## config.mk

```make
export PLATFORM = sky130hd
export DESIGN_NAME = drs_queue
export DESIGN_NICKNAME = d
export VERILOG_FILES = /design/src/rtl/drs_pkg.sv /design/src/rtl/drs_queue.sv
export SDC_FILE = /design/constraint.sdc
export NUM_CORES = 1
export LEC_CHECK = 0
export BUFFER_PORTS_ARGS = -buffer_cell sky130_fd_sc_hd__buf_4
export CORE_AREA = 5 5 192 194
export DETAILED_ROUTE_END_ITERATION = 12
export DIE_AREA = 0 0 197 199
export GPL_ROUTABILITY_DRIVEN = 0
export MAX_ROUTING_LAYER = met4
export PLACE_DENSITY = 0.79
export SLEW_MARGIN = 20
export SYNTH_ARGS = -nofsm -noshare
export SYNTH_HDL_FRONTEND = slang
export SYNTH_SLANG_ARGS = --single-unit
```

## constraint.sdc

```tcl
create_clock -name aclk -period 13.02 [get_ports aclk]
set_input_delay 2.604 -clock aclk [delete_from_list [all_inputs] [get_ports aclk]]
set_output_delay 2.604 -clock aclk [all_outputs]
set_load 0.05 [all_outputs]
```

## src/rtl/drs_pkg.sv

```systemverilog
// ----------------------------------------------------------------------------
// drs_pkg: shared types and constants of the delivery-rate sampler.
// Holds the opcode and status codes and the word passed from front to back.
// ----------------------------------------------------------------------------
package drs_pkg;

    localparam int SlotCountDefault = 256;
    localparam int W48 = 48;
    localparam logic [47:0] Mask48 = 48'hFFFF_FFFF_FFFF;
    localparam logic [23:0] BitsPerSec = 24'd8000000;

    typedef enum logic [1:0] {
        OP_SENT = 2'd0,
        OP_ACKED = 2'd1,
        OP_LOST = 2'd2,
        OP_APPLIM = 2'd3
    } op_t;

    typedef enum logic [1:0] {
        ST_OK = 2'd0,
        ST_BUSY = 2'd1,
        ST_EMPTY = 2'd2
    } status_t;

    typedef struct packed {
        logic        need_rate;
        logic        send_inf;
        logic [47:0] send_bytes;
        logic [47:0] send_delta;
        logic [47:0] ack_bytes;
        logic [47:0] ack_delta;
        logic [1:0]  status;
        logic [47:0] rtt;
        logic        app_lim;
    } job_t;

endpackage

```

## src/rtl/drs_queue.sv

```systemverilog
// ----------------------------------------------------------------------------
// drs_queue: two-entry queue of jobs between the front and the back part.
// ----------------------------------------------------------------------------
module drs_queue (
    input  logic          aclk,
    input  logic          aresetn,
    input  logic          in_valid,
    output logic          in_ready,
    input  drs_pkg::job_t in_job,
    output logic          out_valid,
    input  logic          out_ready,
    output drs_pkg::job_t out_job
);
    drs_pkg::job_t mem [2];
    logic       wr_reg, rd_reg;
    logic [1:0] cnt_reg;
    logic       push, pop;

    assign in_ready  = (cnt_reg != 2'd2);
    assign out_valid = (cnt_reg != 2'd0);
    assign out_job   = mem[rd_reg];
    assign push = in_valid && in_ready;
    assign pop  = out_valid && out_ready;

    always_ff @(posedge aclk) begin
        if (push) begin
            mem[wr_reg] <= in_job;
        end
    end

    always_ff @(posedge aclk) begin
        if (!aresetn) begin
            wr_reg  <= 1'b0;
            rd_reg  <= 1'b0;
            cnt_reg <= 2'd0;
        end else begin
            if (push) wr_reg <= !wr_reg;
            if (pop) rd_reg <= !rd_reg;
            cnt_reg <= cnt_reg + {1'b0, push} - {1'b0, pop};
        end
    end
endmodule

```

* Yosys cells after proc, flatten, opt, wreduce, memory -nomap -nowiden
Memory sizes are Yosys's and may differ from the RTL's. A register that Yosys moved wholly into a read port is not among the register bits.
Index checks and enable logic that the tools add are counted.
** Word-level totals
- Register bits :: 4
- RAM bits :: 490
- Input port bits :: 249
- Output and inout bits :: 247
- Memories kept :: 1
** Cells by class
- Add/sub/neg operators :: 2
- Equality and inequality tests :: 1
- Muxes and demuxes :: 4
- Reduce and logical (&&, ||, !) cells :: 5
** Memories
- mem :: depth 2, bits a word 245, read ports 1, clocked after Yosys merged registers in 1, write ports 1, line drs_queue.sv:14 : drs_pkg::job_t mem [2];
** Operators with widths (count)
- 1-bit 2-to-1 mux :: 4
- 2-bit by 1-bit adder with 2-bit output :: 1
- 1-bit logical AND :: 2
- 1-bit logical NOT :: 2
- 2-bit inequality test, second input constant :: 1
- 2-bit nonzero test :: 1
- 2-bit by 1-bit subtractor with 2-bit output :: 1

* Logic depth before layout (Yosys ltp)
- Depth after elaboration :: 4
- Mapped depth :: 6
- Gate-level depth less buffers :: 6

* Worst setup path after synthesis
Ideal clock, no wire load.
- Path type :: input to register
- Start :: input in_valid
- End :: memory mem[1][0] (netlist name), enable pin
- Setup time :: 638 ps
- Arrival :: 8237 ps
- Path slack :: 4145 ps
- Stages :: 1
- Path buffers :: 0
- Path through :: and3_1
** On the way
- Word-level cells in the longest chain between the ends :: 3
** RTL lines
- start: declaration :: line drs_queue.sv:7 : input logic in_valid,
- 1-bit logical AND :: line drs_queue.sv:22 : assign push = in_valid && in_ready;
- 1-bit 2-to-1 mux :: line drs_queue.sv:26 : if (push) begin
- 1-bit 2-to-1 mux (not written as such) :: line drs_queue.sv:27 : mem[wr_reg] <= in_job;
- end: declaration :: line drs_queue.sv:14
No other way between the ends.

==> flow_summary.toml <==
[sta]
rsz0062_at_grt = "no"
max_freq_mhz = 159
setup_viol = 0
fin_skew_ps = 16.3
fin_crit_ps = 6300
slew_violations = 0
final_hold_viol_count = 0
fin_tns_setup_ps = 0
finalCritPeriodShare_pct = 48.4
worstMarginPinSlew_ps = 1090
fin_ws_ps = 6720
relSlewSlack_pct = 27.1

[worst_hold_path]
hold_end = "rd_reg"
hold_depth = 2
hold_class = "flop to flop"
hp-start = "rd_reg"

[placed_design]
pre_cts_slack_ps = 7290
post-dp-hpwl_um = 28600
dp_cells = 1729
io_buffer_count = 495

[setup_path]
r2r-start = "cnt_reg[0]"
crit_type = "flop to output port"
rrSetupSlack_ps = 9550
path_max_fanout = 61
worst_setup_path_start_kind = "flop"
worstRegToRegCells = 4
crit_path_end_kind = "output port"
r2r-end = "mem[1][106]"
arrival_ps = 3690
cp_data_required_time_ps = 10420

[finish]
nets = 1568
n_fill_cell = 2209
final_layout_size_suffix_gt1_share_pct = 60.7
area_growth_pct = 31.3
final_util_pct = 67.9
instances_no_fill = 1814
largest_reg_flops = 490

[power]
p_total_w = 0.00484
cellPowerDensity_nw_per_um2 = 204
leakagePower_nw = 8.92
ir_drop_uv = 173

[synth]
synth.avg_cell_area_um2 = 22.9
yosysTopAreaCell = "edfxtp_1"
synthTopCellsByArea = "edfxtp_1 81%, mux2_2 12%, mux2_4 4.1%"
ys_types = 26
syn-cell-area_um2 = 18100
syn_inst = 792
ys_seq_area_share_pct = 81.8
ys_ff_latch = 495
yosysTopAreaCellShare_pct = 81.2
syn_nets = 1042
yosysWarnings = 0

[grt]
grt_max_degree = 96
grt_pass1_wl_um = 59400
overflow = 0
grt_pass1_vias = 10100
grt_usage_pct = 20.8
antenna_found_initial = 2

[route]
num_vias = 9295
first_pass_iters = 5
routed_wl_um = 41300
drc = 0
detail_route.vias_per_cell = 5.12
antenna_left = 0
post_drt_wl_per_cell_um = 22.8
drt_iter0_markers = 518

[clock_network]
postCtsHoldBufs = 0
clock_tree.buffer_depth = 3
clk_latency_ps = 550
post_cts_buffers = 0
clock_sinks = 495
ctsResizeCount = 0
cts_tree = "built"
cts-root-buf = "clkbuf_16"
clk_pin_slew_ps = 60
h-tree-depth = 2
numCtsBuffers = 48

[die]
rows = 69
io_pins = 496
die_w_um = 197
coreArea_um2 = 35100
initial_utilization_pct = 51.7
die_area_um2 = 39200
die_h_um = 199

[job]
maxCapViolations = 0

[outcome]
status = "complete, no violations"
## cell type report
cell class	instances	area (µm²)	share of cell area [%]
multi-input combinational	268	3100	13.0
antenna	2	5.00	0.0210
sequential	495	14800	62.3
clock buffer	58	1280	5.39
timing repair buffer	503	3780	15.9
tap	461	577	2.42
clock inverter	25	213	0.894
inverter	2	15.0	0.0631
## cell usage in the layout (no fill, tap or decap), types with 2 or more instances in the layout
cell	n
inv_8	2
clkbuf_16	50
clkinv_1	9
bufinv_16	3
edfxtp_1	490
o21ai_0	2
nor2_1	4
clkinv_2	9
mux2_4	50
mux2_2	195
buf_4	503
clkbuf_1	8
dfxtp_1	4
diode_2	2
## synthesized netlist by cell type
cell      number
a21bo_2        1
a21oi_1        1
and2_1         1
and3_1         2
buf_2         10
buf_4         11
buf_6          6
dfxtp_1        5
edfxtp_1     490
ha_1           1
inv_1          2
mux2_2       195
mux2_4        50
nand2b_1       1
nand3_1        1
nand3b_1       1
nor2_1         4
nor2b_1        1
nor3_1         1
nor4_1         1
nor4bb_1       1
o21ai_0        2
o21ba_2        1
o31a_1         1
or2_2          1
xor2_1         1
## critical path, stage by stage (launching register included)
cell	delay (ps)
dfxtp_4	750
buf_4	760
buf_4	850
mux2_2	430
buf_4	190
## through the flow
step	hold WS, ps	cell area (µm²)
CTS	513	23800
finish	508	23800
detailed placement	498	22300
global placement	482	22300
floorplan	472	18100
global route	564	23800
## worst max-delay path by stage
| stage | end | cells after the start |
|---|---|---|
| 2_1_floorplan | mem[1][0] | 1 |
| 5_1_grt | out_job[113] | 4 |
| 4_1_cts | out_job[109] | 4 |
| 3_3_place_gp | out_job[112] | 4 |
| 3_5_place_dp | out_job[109] | 4 |
| 6_report | out_job[181] | 4 |
## layer usage
layer,vias to the layer above,GRT usage [%],share of wire (%)
met2,431,35.5,52
li1,4220,-,-
met1,4575,23.4,35
met3,69,7.22,9.9
met5,-,-,0
met4,0,6.42,2.8
## logic make-up (layout without fill, tap and decap cells)
family | Yosys count | in the layout | share of synthesized area [%]
flops | 495 | 495 | 81.8
compound gates | 6 | 6 | 0.242
other cells | 0 | 2 | 0
mux | 245 | 245 | 16.3
xor+xnor | 1 | 1 | 0.0483
buf+inv | 29 | 588 | 1.15
simple gates | 15 | 15 | 0.476
fa+ha+maj | 1 | 1 | 0.0690
## power by group
| group | total [W] | switching (W) | internal (W) |
|---|---|---|---|
| combinational | 0.00154 | 0.00102 | 0.000518 |
| sequential | 0.00199 | 0.0000539 | 0.00194 |
| clock | 0.00131 | 0.000556 | 0.000759 |
No activity file was read; power rests on OpenSTA's default activity.
