[src/rtl/drs_pkg.sv]
// ----------------------------------------------------------------------------
// drs_pkg: shared types and constants of the delivery-rate sampler.
// Holds the opcode and status codes and the word passed from front to back.
// ----------------------------------------------------------------------------
package drs_pkg;

    localparam int SlotCountDefault = 256;
    localparam int W48 = 48;
    localparam logic [47:0] Mask48 = 48'hFFFF_FFFF_FFFF;
    localparam logic [23:0] BitsPerSec = 24'd8000000;

    typedef enum logic [1:0] {
        OP_SENT = 2'd0,
        OP_ACKED = 2'd1,
        OP_LOST = 2'd2,
        OP_APPLIM = 2'd3
    } op_t;

    typedef enum logic [1:0] {
        ST_OK = 2'd0,
        ST_BUSY = 2'd1,
        ST_EMPTY = 2'd2
    } status_t;

    typedef struct packed {
        logic        need_rate;
        logic        send_inf;
        logic [47:0] send_bytes;
        logic [47:0] send_delta;
        logic [47:0] ack_bytes;
        logic [47:0] ack_delta;
        logic [1:0]  status;
        logic [47:0] rtt;
        logic        app_lim;
    } job_t;

endpackage

[src/rtl/drs_back.sv]
// ----------------------------------------------------------------------------
// drs_back: forms the send and ack rates with one serial divider and
// holds the result word until it is taken.
// ----------------------------------------------------------------------------
module drs_back (
    input  logic          aclk,
    input  logic          aresetn,
    input  logic          job_valid,
    output logic          job_ready,
    input  drs_pkg::job_t job,
    output logic          m_tvalid,
    input  logic          m_tready,
    output logic [103:0]  m_tdata
);
    typedef enum logic [4:0] {
        B_IDLE = 5'b00001,
        B_MUL  = 5'b00010,
        B_DIV  = 5'b00100,
        B_NEXT = 5'b01000,
        B_OUT  = 5'b10000
    } bstate_t;

    bstate_t state_reg, state_next;
    drs_pkg::job_t job_reg;
    logic        pass_reg;
    logic [71:0] num_reg;
    logic [47:0] den_reg;
    logic [48:0] rem_reg;
    logic [47:0] q_reg, srate_reg;
    logic [6:0]  cnt_reg;
    logic [103:0] out_reg;

    logic [47:0] bytes_sel;
    logic [71:0] prod;
    logic [48:0] rem_sh;
    logic        ge;
    logic [48:0] q_sh;
    logic [47:0] q_new, bw;

    assign bytes_sel = pass_reg ? job_reg.ack_bytes : job_reg.send_bytes;
    assign prod   = {24'd0, bytes_sel} * {48'd0, drs_pkg::BitsPerSec};
    assign rem_sh = {rem_reg[47:0], num_reg[71]};
    assign ge     = rem_sh >= {1'b0, den_reg};
    assign q_sh   = {q_reg, ge};
    assign q_new  = q_sh[48] ? drs_pkg::Mask48 : q_sh[47:0];
    assign bw     = (srate_reg < q_reg) ? srate_reg : q_reg;

    assign job_ready = (state_reg == B_IDLE);
    assign m_tvalid  = (state_reg == B_OUT);
    assign m_tdata   = out_reg;

    always_comb begin
        state_next = state_reg;
        case (state_reg)
            B_IDLE: if (job_valid) state_next = job.need_rate ? B_MUL : B_OUT;
            B_MUL:  state_next = B_DIV;
            B_DIV:  if (cnt_reg == 7'd71) state_next = B_NEXT;
            B_NEXT: state_next = pass_reg ? B_OUT : B_MUL;
            B_OUT:  if (m_tready) state_next = B_IDLE;
            default: state_next = B_IDLE;
        endcase
    end

    always_ff @(posedge aclk) begin
        case (state_reg)
            B_IDLE: begin
                job_reg  <= job;
                pass_reg <= job.send_inf;
                out_reg  <= {4'd0, 1'b0, 48'd0, 48'd0, 1'b0, job.status};
            end
            B_MUL: begin
                num_reg <= prod;
                den_reg <= pass_reg ? job_reg.ack_delta : job_reg.send_delta;
                rem_reg <= '0;
                q_reg   <= '0;
                cnt_reg <= '0;
            end
            B_DIV: begin
                rem_reg <= ge ? rem_sh - {1'b0, den_reg} : rem_sh;
                num_reg <= {num_reg[70:0], 1'b0};
                q_reg   <= q_new;
                cnt_reg <= cnt_reg + 7'd1;
            end
            B_NEXT: begin
                if (!pass_reg) begin
                    srate_reg <= q_reg;
                    pass_reg  <= 1'b1;
                end else begin
                    if (job_reg.send_inf) srate_reg <= drs_pkg::Mask48;
                    out_reg <= {4'd0, job_reg.app_lim, job_reg.rtt,
                                (job_reg.send_inf ? q_reg : bw), 1'b1, job_reg.status};
                end
            end
            default: begin
            end
        endcase
    end

    always_ff @(posedge aclk) begin
        if (!aresetn) begin
            state_reg <= B_IDLE;
        end else begin
            state_reg <= state_next;
        end
    end
endmodule

[config.mk]
export PLATFORM = sky130hd
export DESIGN_NAME = drs_back
export DESIGN_NICKNAME = d
export VERILOG_FILES = /design/src/rtl/drs_pkg.sv /design/src/rtl/drs_back.sv
export SDC_FILE = /design/constraint.sdc
export NUM_CORES = 2
export LEC_CHECK = 0
export ABC_AREA = 1
export BUFFER_PORTS_ARGS = -buffer_cell sky130_fd_sc_hd__buf_4
export CAP_MARGIN = 20
export CORE_ASPECT_RATIO = 0.75
export CORE_MARGIN = 3
export CORE_UTILIZATION = 60
export DETAILED_ROUTE_END_ITERATION = 6
export GPL_ROUTABILITY_DRIVEN = 0
export PLACE_DENSITY = 0.85
export SETUP_SLACK_MARGIN = 0.3
export SLEW_MARGIN = 20
export SYNTH_ARGS = -nofsm -noshare
export SYNTH_HDL_FRONTEND = slang
export SYNTH_SLANG_ARGS = --single-unit
[constraint.sdc]
create_clock -name aclk -period 17.3 [get_ports aclk]
set_input_delay 1.73 -clock aclk [delete_from_list [all_inputs] [get_ports aclk]]
set_output_delay 1.73 -clock aclk [all_outputs]
set_load 0.02 [all_outputs]
-- Word-level counts from Yosys, hierarchy flattened
Index checks and enable logic that the tools add are counted.
- register bits after elaboration: 625
- bits in latches: 0
- RAM bits: 0
- memory bits (read-only): 0
- output and inout bits: 106
- memories: 0
- add/sub/neg operators: 2
- multipliers: 1
- divide/modulo/power cells: 0
- order comparisons: 2
- equality and inequality tests: 11
- shift-type cells: 0
- multiplexer cells: 21
- bitwise logic cells: 0
- reduce and logical (&&, ||, !) cells: 5
- operator list (operator ; number):
    $mux W48 ; 8
    $pmux W104 S2 ; 1
    $pmux W48 S2 ; 2
    $pmux W72 S2 ; 1
    $mux W104 ; 1
    $mul A48 B14 Y62 const B ; 1
    $ge A49 B48 Y1 ; 1
    $lt A48 B48 Y1 ; 1
    $sub A48 B48 Y48 ; 1
    $mux W5 ; 5
    $pmux W5 S5 ; 1
    $pmux W7 S2 ; 1
    $ne A2 B2 Y1 const B ; 4
    $add A7 B1 Y7 const B ; 1
    $eq A7 B7 Y1 const B ; 1
    $eq A5 B1 Y1 const B ; 1
    $eq A5 B2 Y1 const B ; 1
    $eq A5 B3 Y1 const B ; 1
    $eq A5 B4 Y1 const B ; 1
    $eq A5 B5 Y1 const B ; 1
    $reduce_and A2 Y1 ; 2
    $reduce_bool A2 Y1 ; 2
    $reduce_and A3 Y1 ; 1
    $ne A2 B1 Y1 const B ; 1
    $pmux W1 S2 ; 1

-- Depth between registers and ports, before layout
- depth in word-level cells: 5
- gate-level depth with buffers: 31
- gate-level depth less buffers: 29

-- Worst setup path after synthesis
Ideal clock, no wire load.
- path type: register -> register
- from: register state_reg[2]
- to: register out_reg[0] (netlist: m_tdata[0]), enable pin
- setup time: 0.592 ns
- arrival: 11.005 ns
- slack: 5.703 ns
- stages on the path, launching flop included: 6
- clock period less this slack: 11.597 ns
- cell sequence: dfxtp_1 > nor2_1 > nand4_1 > inv_1 > nor2_1 > a21oi_1
- longest elaborated chain between the ends: 3
- elaborated cells on any way between the ends: 5
- those cells by class: eq/ne (3); reduce/logical (2)
- RTL lines (element ; line ; RTL):
    start, declared ; drs_back.sv:23 ; bstate_t state_reg, state_next;
    start signal, assigned ; drs_back.sv:103 ; state_reg <= state_next;
    $eq A5 B1 Y1 ; n/a ;
    named net job_ready ; drs_back.sv:9 ; output logic job_ready,
    $reduce_bool A2 Y1 (no source line) ; n/a ;
    $reduce_and A2 Y1 (no source line) ; n/a ;
    end signal, assigned ; drs_back.sv:69 ; out_reg <= {4'd0, 1'b0, 48'd0, 48'd0, 1'b0, job.status};
    end signal, assigned ; drs_back.sv:90 ; out_reg <= {4'd0, job_reg.app_lim, job_reg.rtt,
    end, declared ; drs_back.sv:31 ; logic [103:0] out_reg;
The timed path passes the listed nets, and every way through them passes these cells.
A chain may end at the register's enable or synchronous reset.

-- Worst setup path after layout
- from: register pass_reg
- to: register num_reg[50], data pin
- longest elaborated chain between the ends: 3
- RTL lines (element ; line ; RTL):
    start, declared ; drs_back.sv:25 ; logic pass_reg;
    start signal, assigned ; drs_back.sv:68 ; pass_reg <= job.send_inf;
    $mux W48 ; drs_back.sv:40 ; assign bytes_sel = pass_reg ? job_reg.ack_bytes : job_reg.send_bytes;
    $mul A48 B14 Y62 ; drs_back.sv:41 ; assign prod = {24'd0, bytes_sel} * {48'd0, drs_pkg::BitsPerSec};
    $pmux W72 S2 ; drs_back.sv:65 ; case (state_reg)
    end signal, assigned ; drs_back.sv:72 ; num_reg <= prod;
    end signal, assigned ; drs_back.sv:80 ; num_reg <= {num_reg[70:0], 1'b0};
    end, declared ; drs_back.sv:26 ; logic [71:0] num_reg;
No other way between the ends. The select of a mux whose other input is x is not followed.

==> metrics.txt <==
Cells after Synth=slightly below 5000; routed wire length per instance=roughly 17 microns; drt total wl=106000 microns; nets@finish=slightly below 6000; # Post-CTS Setup Buffers=0; TritonCTS clock tree=yes; endpoint class of the critical path=flip-flop; max_slew headroom=between 20% and 30%; register area share after synthesis=a little over two fifths; critical path's most frequent cell=nand2_1; Main synth FF type=edfxtp_1; Buf/Inv on CP=6; Reg clk slew, reported paths=80 ps; clk_lat worst skew=approximately 650 ps; fmax=~130 MHz; Starting Density=roughly 60%; RSZ-0062 raised after global routing=no; flop-to-flop setup slack=9540 ps; first-pass GRT wire length=170000 microns; fin crit period=roughly 7800 ps; Hold EP=num_reg[14]; setup TNS after final layout=0 ps; crit path max fanout=90; CTS Hold Bufs=0; largest net degree at the start of global routing=around 90; max reg flops=~240; Top delay family on crit path=adder cells; failing checks=design-rule violations; commonest non-fill, non-tap cells in the layout=nand2_1 (1413), inv_1 (1044), edfxtp_1 (607), buf_4 (373), nor2_1 (350); Total GRT Usage=between 20% and 30%; share of cells above drive strength 1=roughly 11%; Final Hold Fails=0; CORE AREA=a little under 70000 sq um; Seq cells post-synth=roughly 610; most common cell after layout, fill and taps aside=nand2_1; Max Cap Viol=0; total I/O pin count=approximately 360; register cell area after layout=18300 sq um; fin crit share=approximately 45%; HP Class=reg -> reg; Avg Synthesized Cell Area=8.68 sq um; Worst R2R Path Depth=26; Fin Clk Skew=22.9 ps; Die Wd=311 microns; Port Buffers=350; Bufs on Longest Clock Path=3; Unique masters post-synth=43; DRC viols=7; crit path DAT=between 8000 and 9000 ps; Final Max Tran Viols=0; ant diodes=0; asr flop ratio synth=0%; # H-tree levels=2; WP depth=26; max incr delay on CP=around 860 ps; DP HPWL=between 70000 and 80000 microns; Tightest Pin Transition=1080 ps; hold depth=2; grt ovf=0; CTS root buf=clkbuf_16; initial antenna violation count=1; CTS Buf Count=60; post-cts resize count=0; worst r2r dst=num_reg[50]; number of fill cells=approximately 5100; Worst setup SP type=flip-flop; Fin Hold WS=513 ps; status=finished, violations left; HP Start=num_reg[13]; Crit Path Class=reg -> reg; DRT Pass-1 Iters=7; final setup fails=0; vias in the first global route=approximately 33000; CP max-delay cell=buf_4; crit path launch=pass_reg; EDFF count, synth=607; chip height=approximately 230 microns; synth warn=0; Area Overhead vs Synth=13.2%; num rows=a little over 80; RR Startpoint=pass_reg; CP Data Required Time=about 18000 ps; Num Clock Sinks=between 600 and 700; via/cell ratio=5.41; post-route antenna net violation count=0; Initial DRC Count=~3700; fin util=between 60% and 70%; Die ar.=around 73000 sq um; footprint of the multi-input gates=19100 sq um; DR vias=~33000; Cell Area, Synth=between 40000 and 50000 sq um
metal layers:
layer	global-route usage [%]	wire, microns
met4	10.5	4310
met5	0	0
met2	47.0	49000
met1	39.0	42600
met3	5.63	10400
how the worst max path moves through the flow:
stage / to / slack [ps]
detailed placement: num_reg[66] / 9570
global placement: num_reg[44] / 9800
global route: num_reg[47] / 9190
finish: num_reg[50] / 9540
CTS: num_reg[66] / 9540
floorplan: m_tdata[0] / 5700
cells by family after synthesis:
| logic type | after synthesis | share of synthesized area [%] |
|---|---|---|
| other | 1 | 0.00896 |
| buffers and inverters | 1166 | 10.8 |
| AOI/OAI and AO/OA | 332 | 4.19 |
| adders and majority gates | 513 | 19.2 |
| and+or+nand+nor | 2160 | 21.3 |
| DFF | 612 | 43.8 |
| xor gates and xnor gates | 35 | 0.732 |
area by class of cell:
class	count	share of cell area, %
repair buffers	376	5.95
clock buffers	66	3.26
flip-flops and latches	612	38.7
clock inverters	48	0.977
inverters	1056	8.39
well taps	935	2.47
multi-input cells	3044	40.3
worst min-delay path, cell delays in order (launching register included):
cell and delay (ps):
edfxtp_1 320, nand2_1 50, nand2_1 40
through the flow:
stage               setup slack [ps]  cell area [sq um]  cells
floorplan                       5700              41900   4822
global placement                9800              45400   6021
detailed placement              9570              45400   6021
CTS                             9540              47400   6135
global route                    9190              47400   6137
finish                          9540              47400   6137
Yosys cell counts, types with 26 or more instances:
cell	number	share of area [%]
nand2_1	1415	13
inv_1	1046	9.4
edfxtp_1	607	44
nor2_1	350	3.1
ha_1	297	8.9
fa_1	216	10
a21oi_1	211	2.5
nand3_1	169	2.0
o21ai_0	86	1.0
nand4_1	72	1.1
or2_2	62	0.93
clkbuf_1	56	0.50
xnor2_1	33	0.69
nor3_1	26	0.31
Power is left out: the tool's default activity adds up to more than one toggle a clock period on the data nets, which glitch-free logic cannot reach.
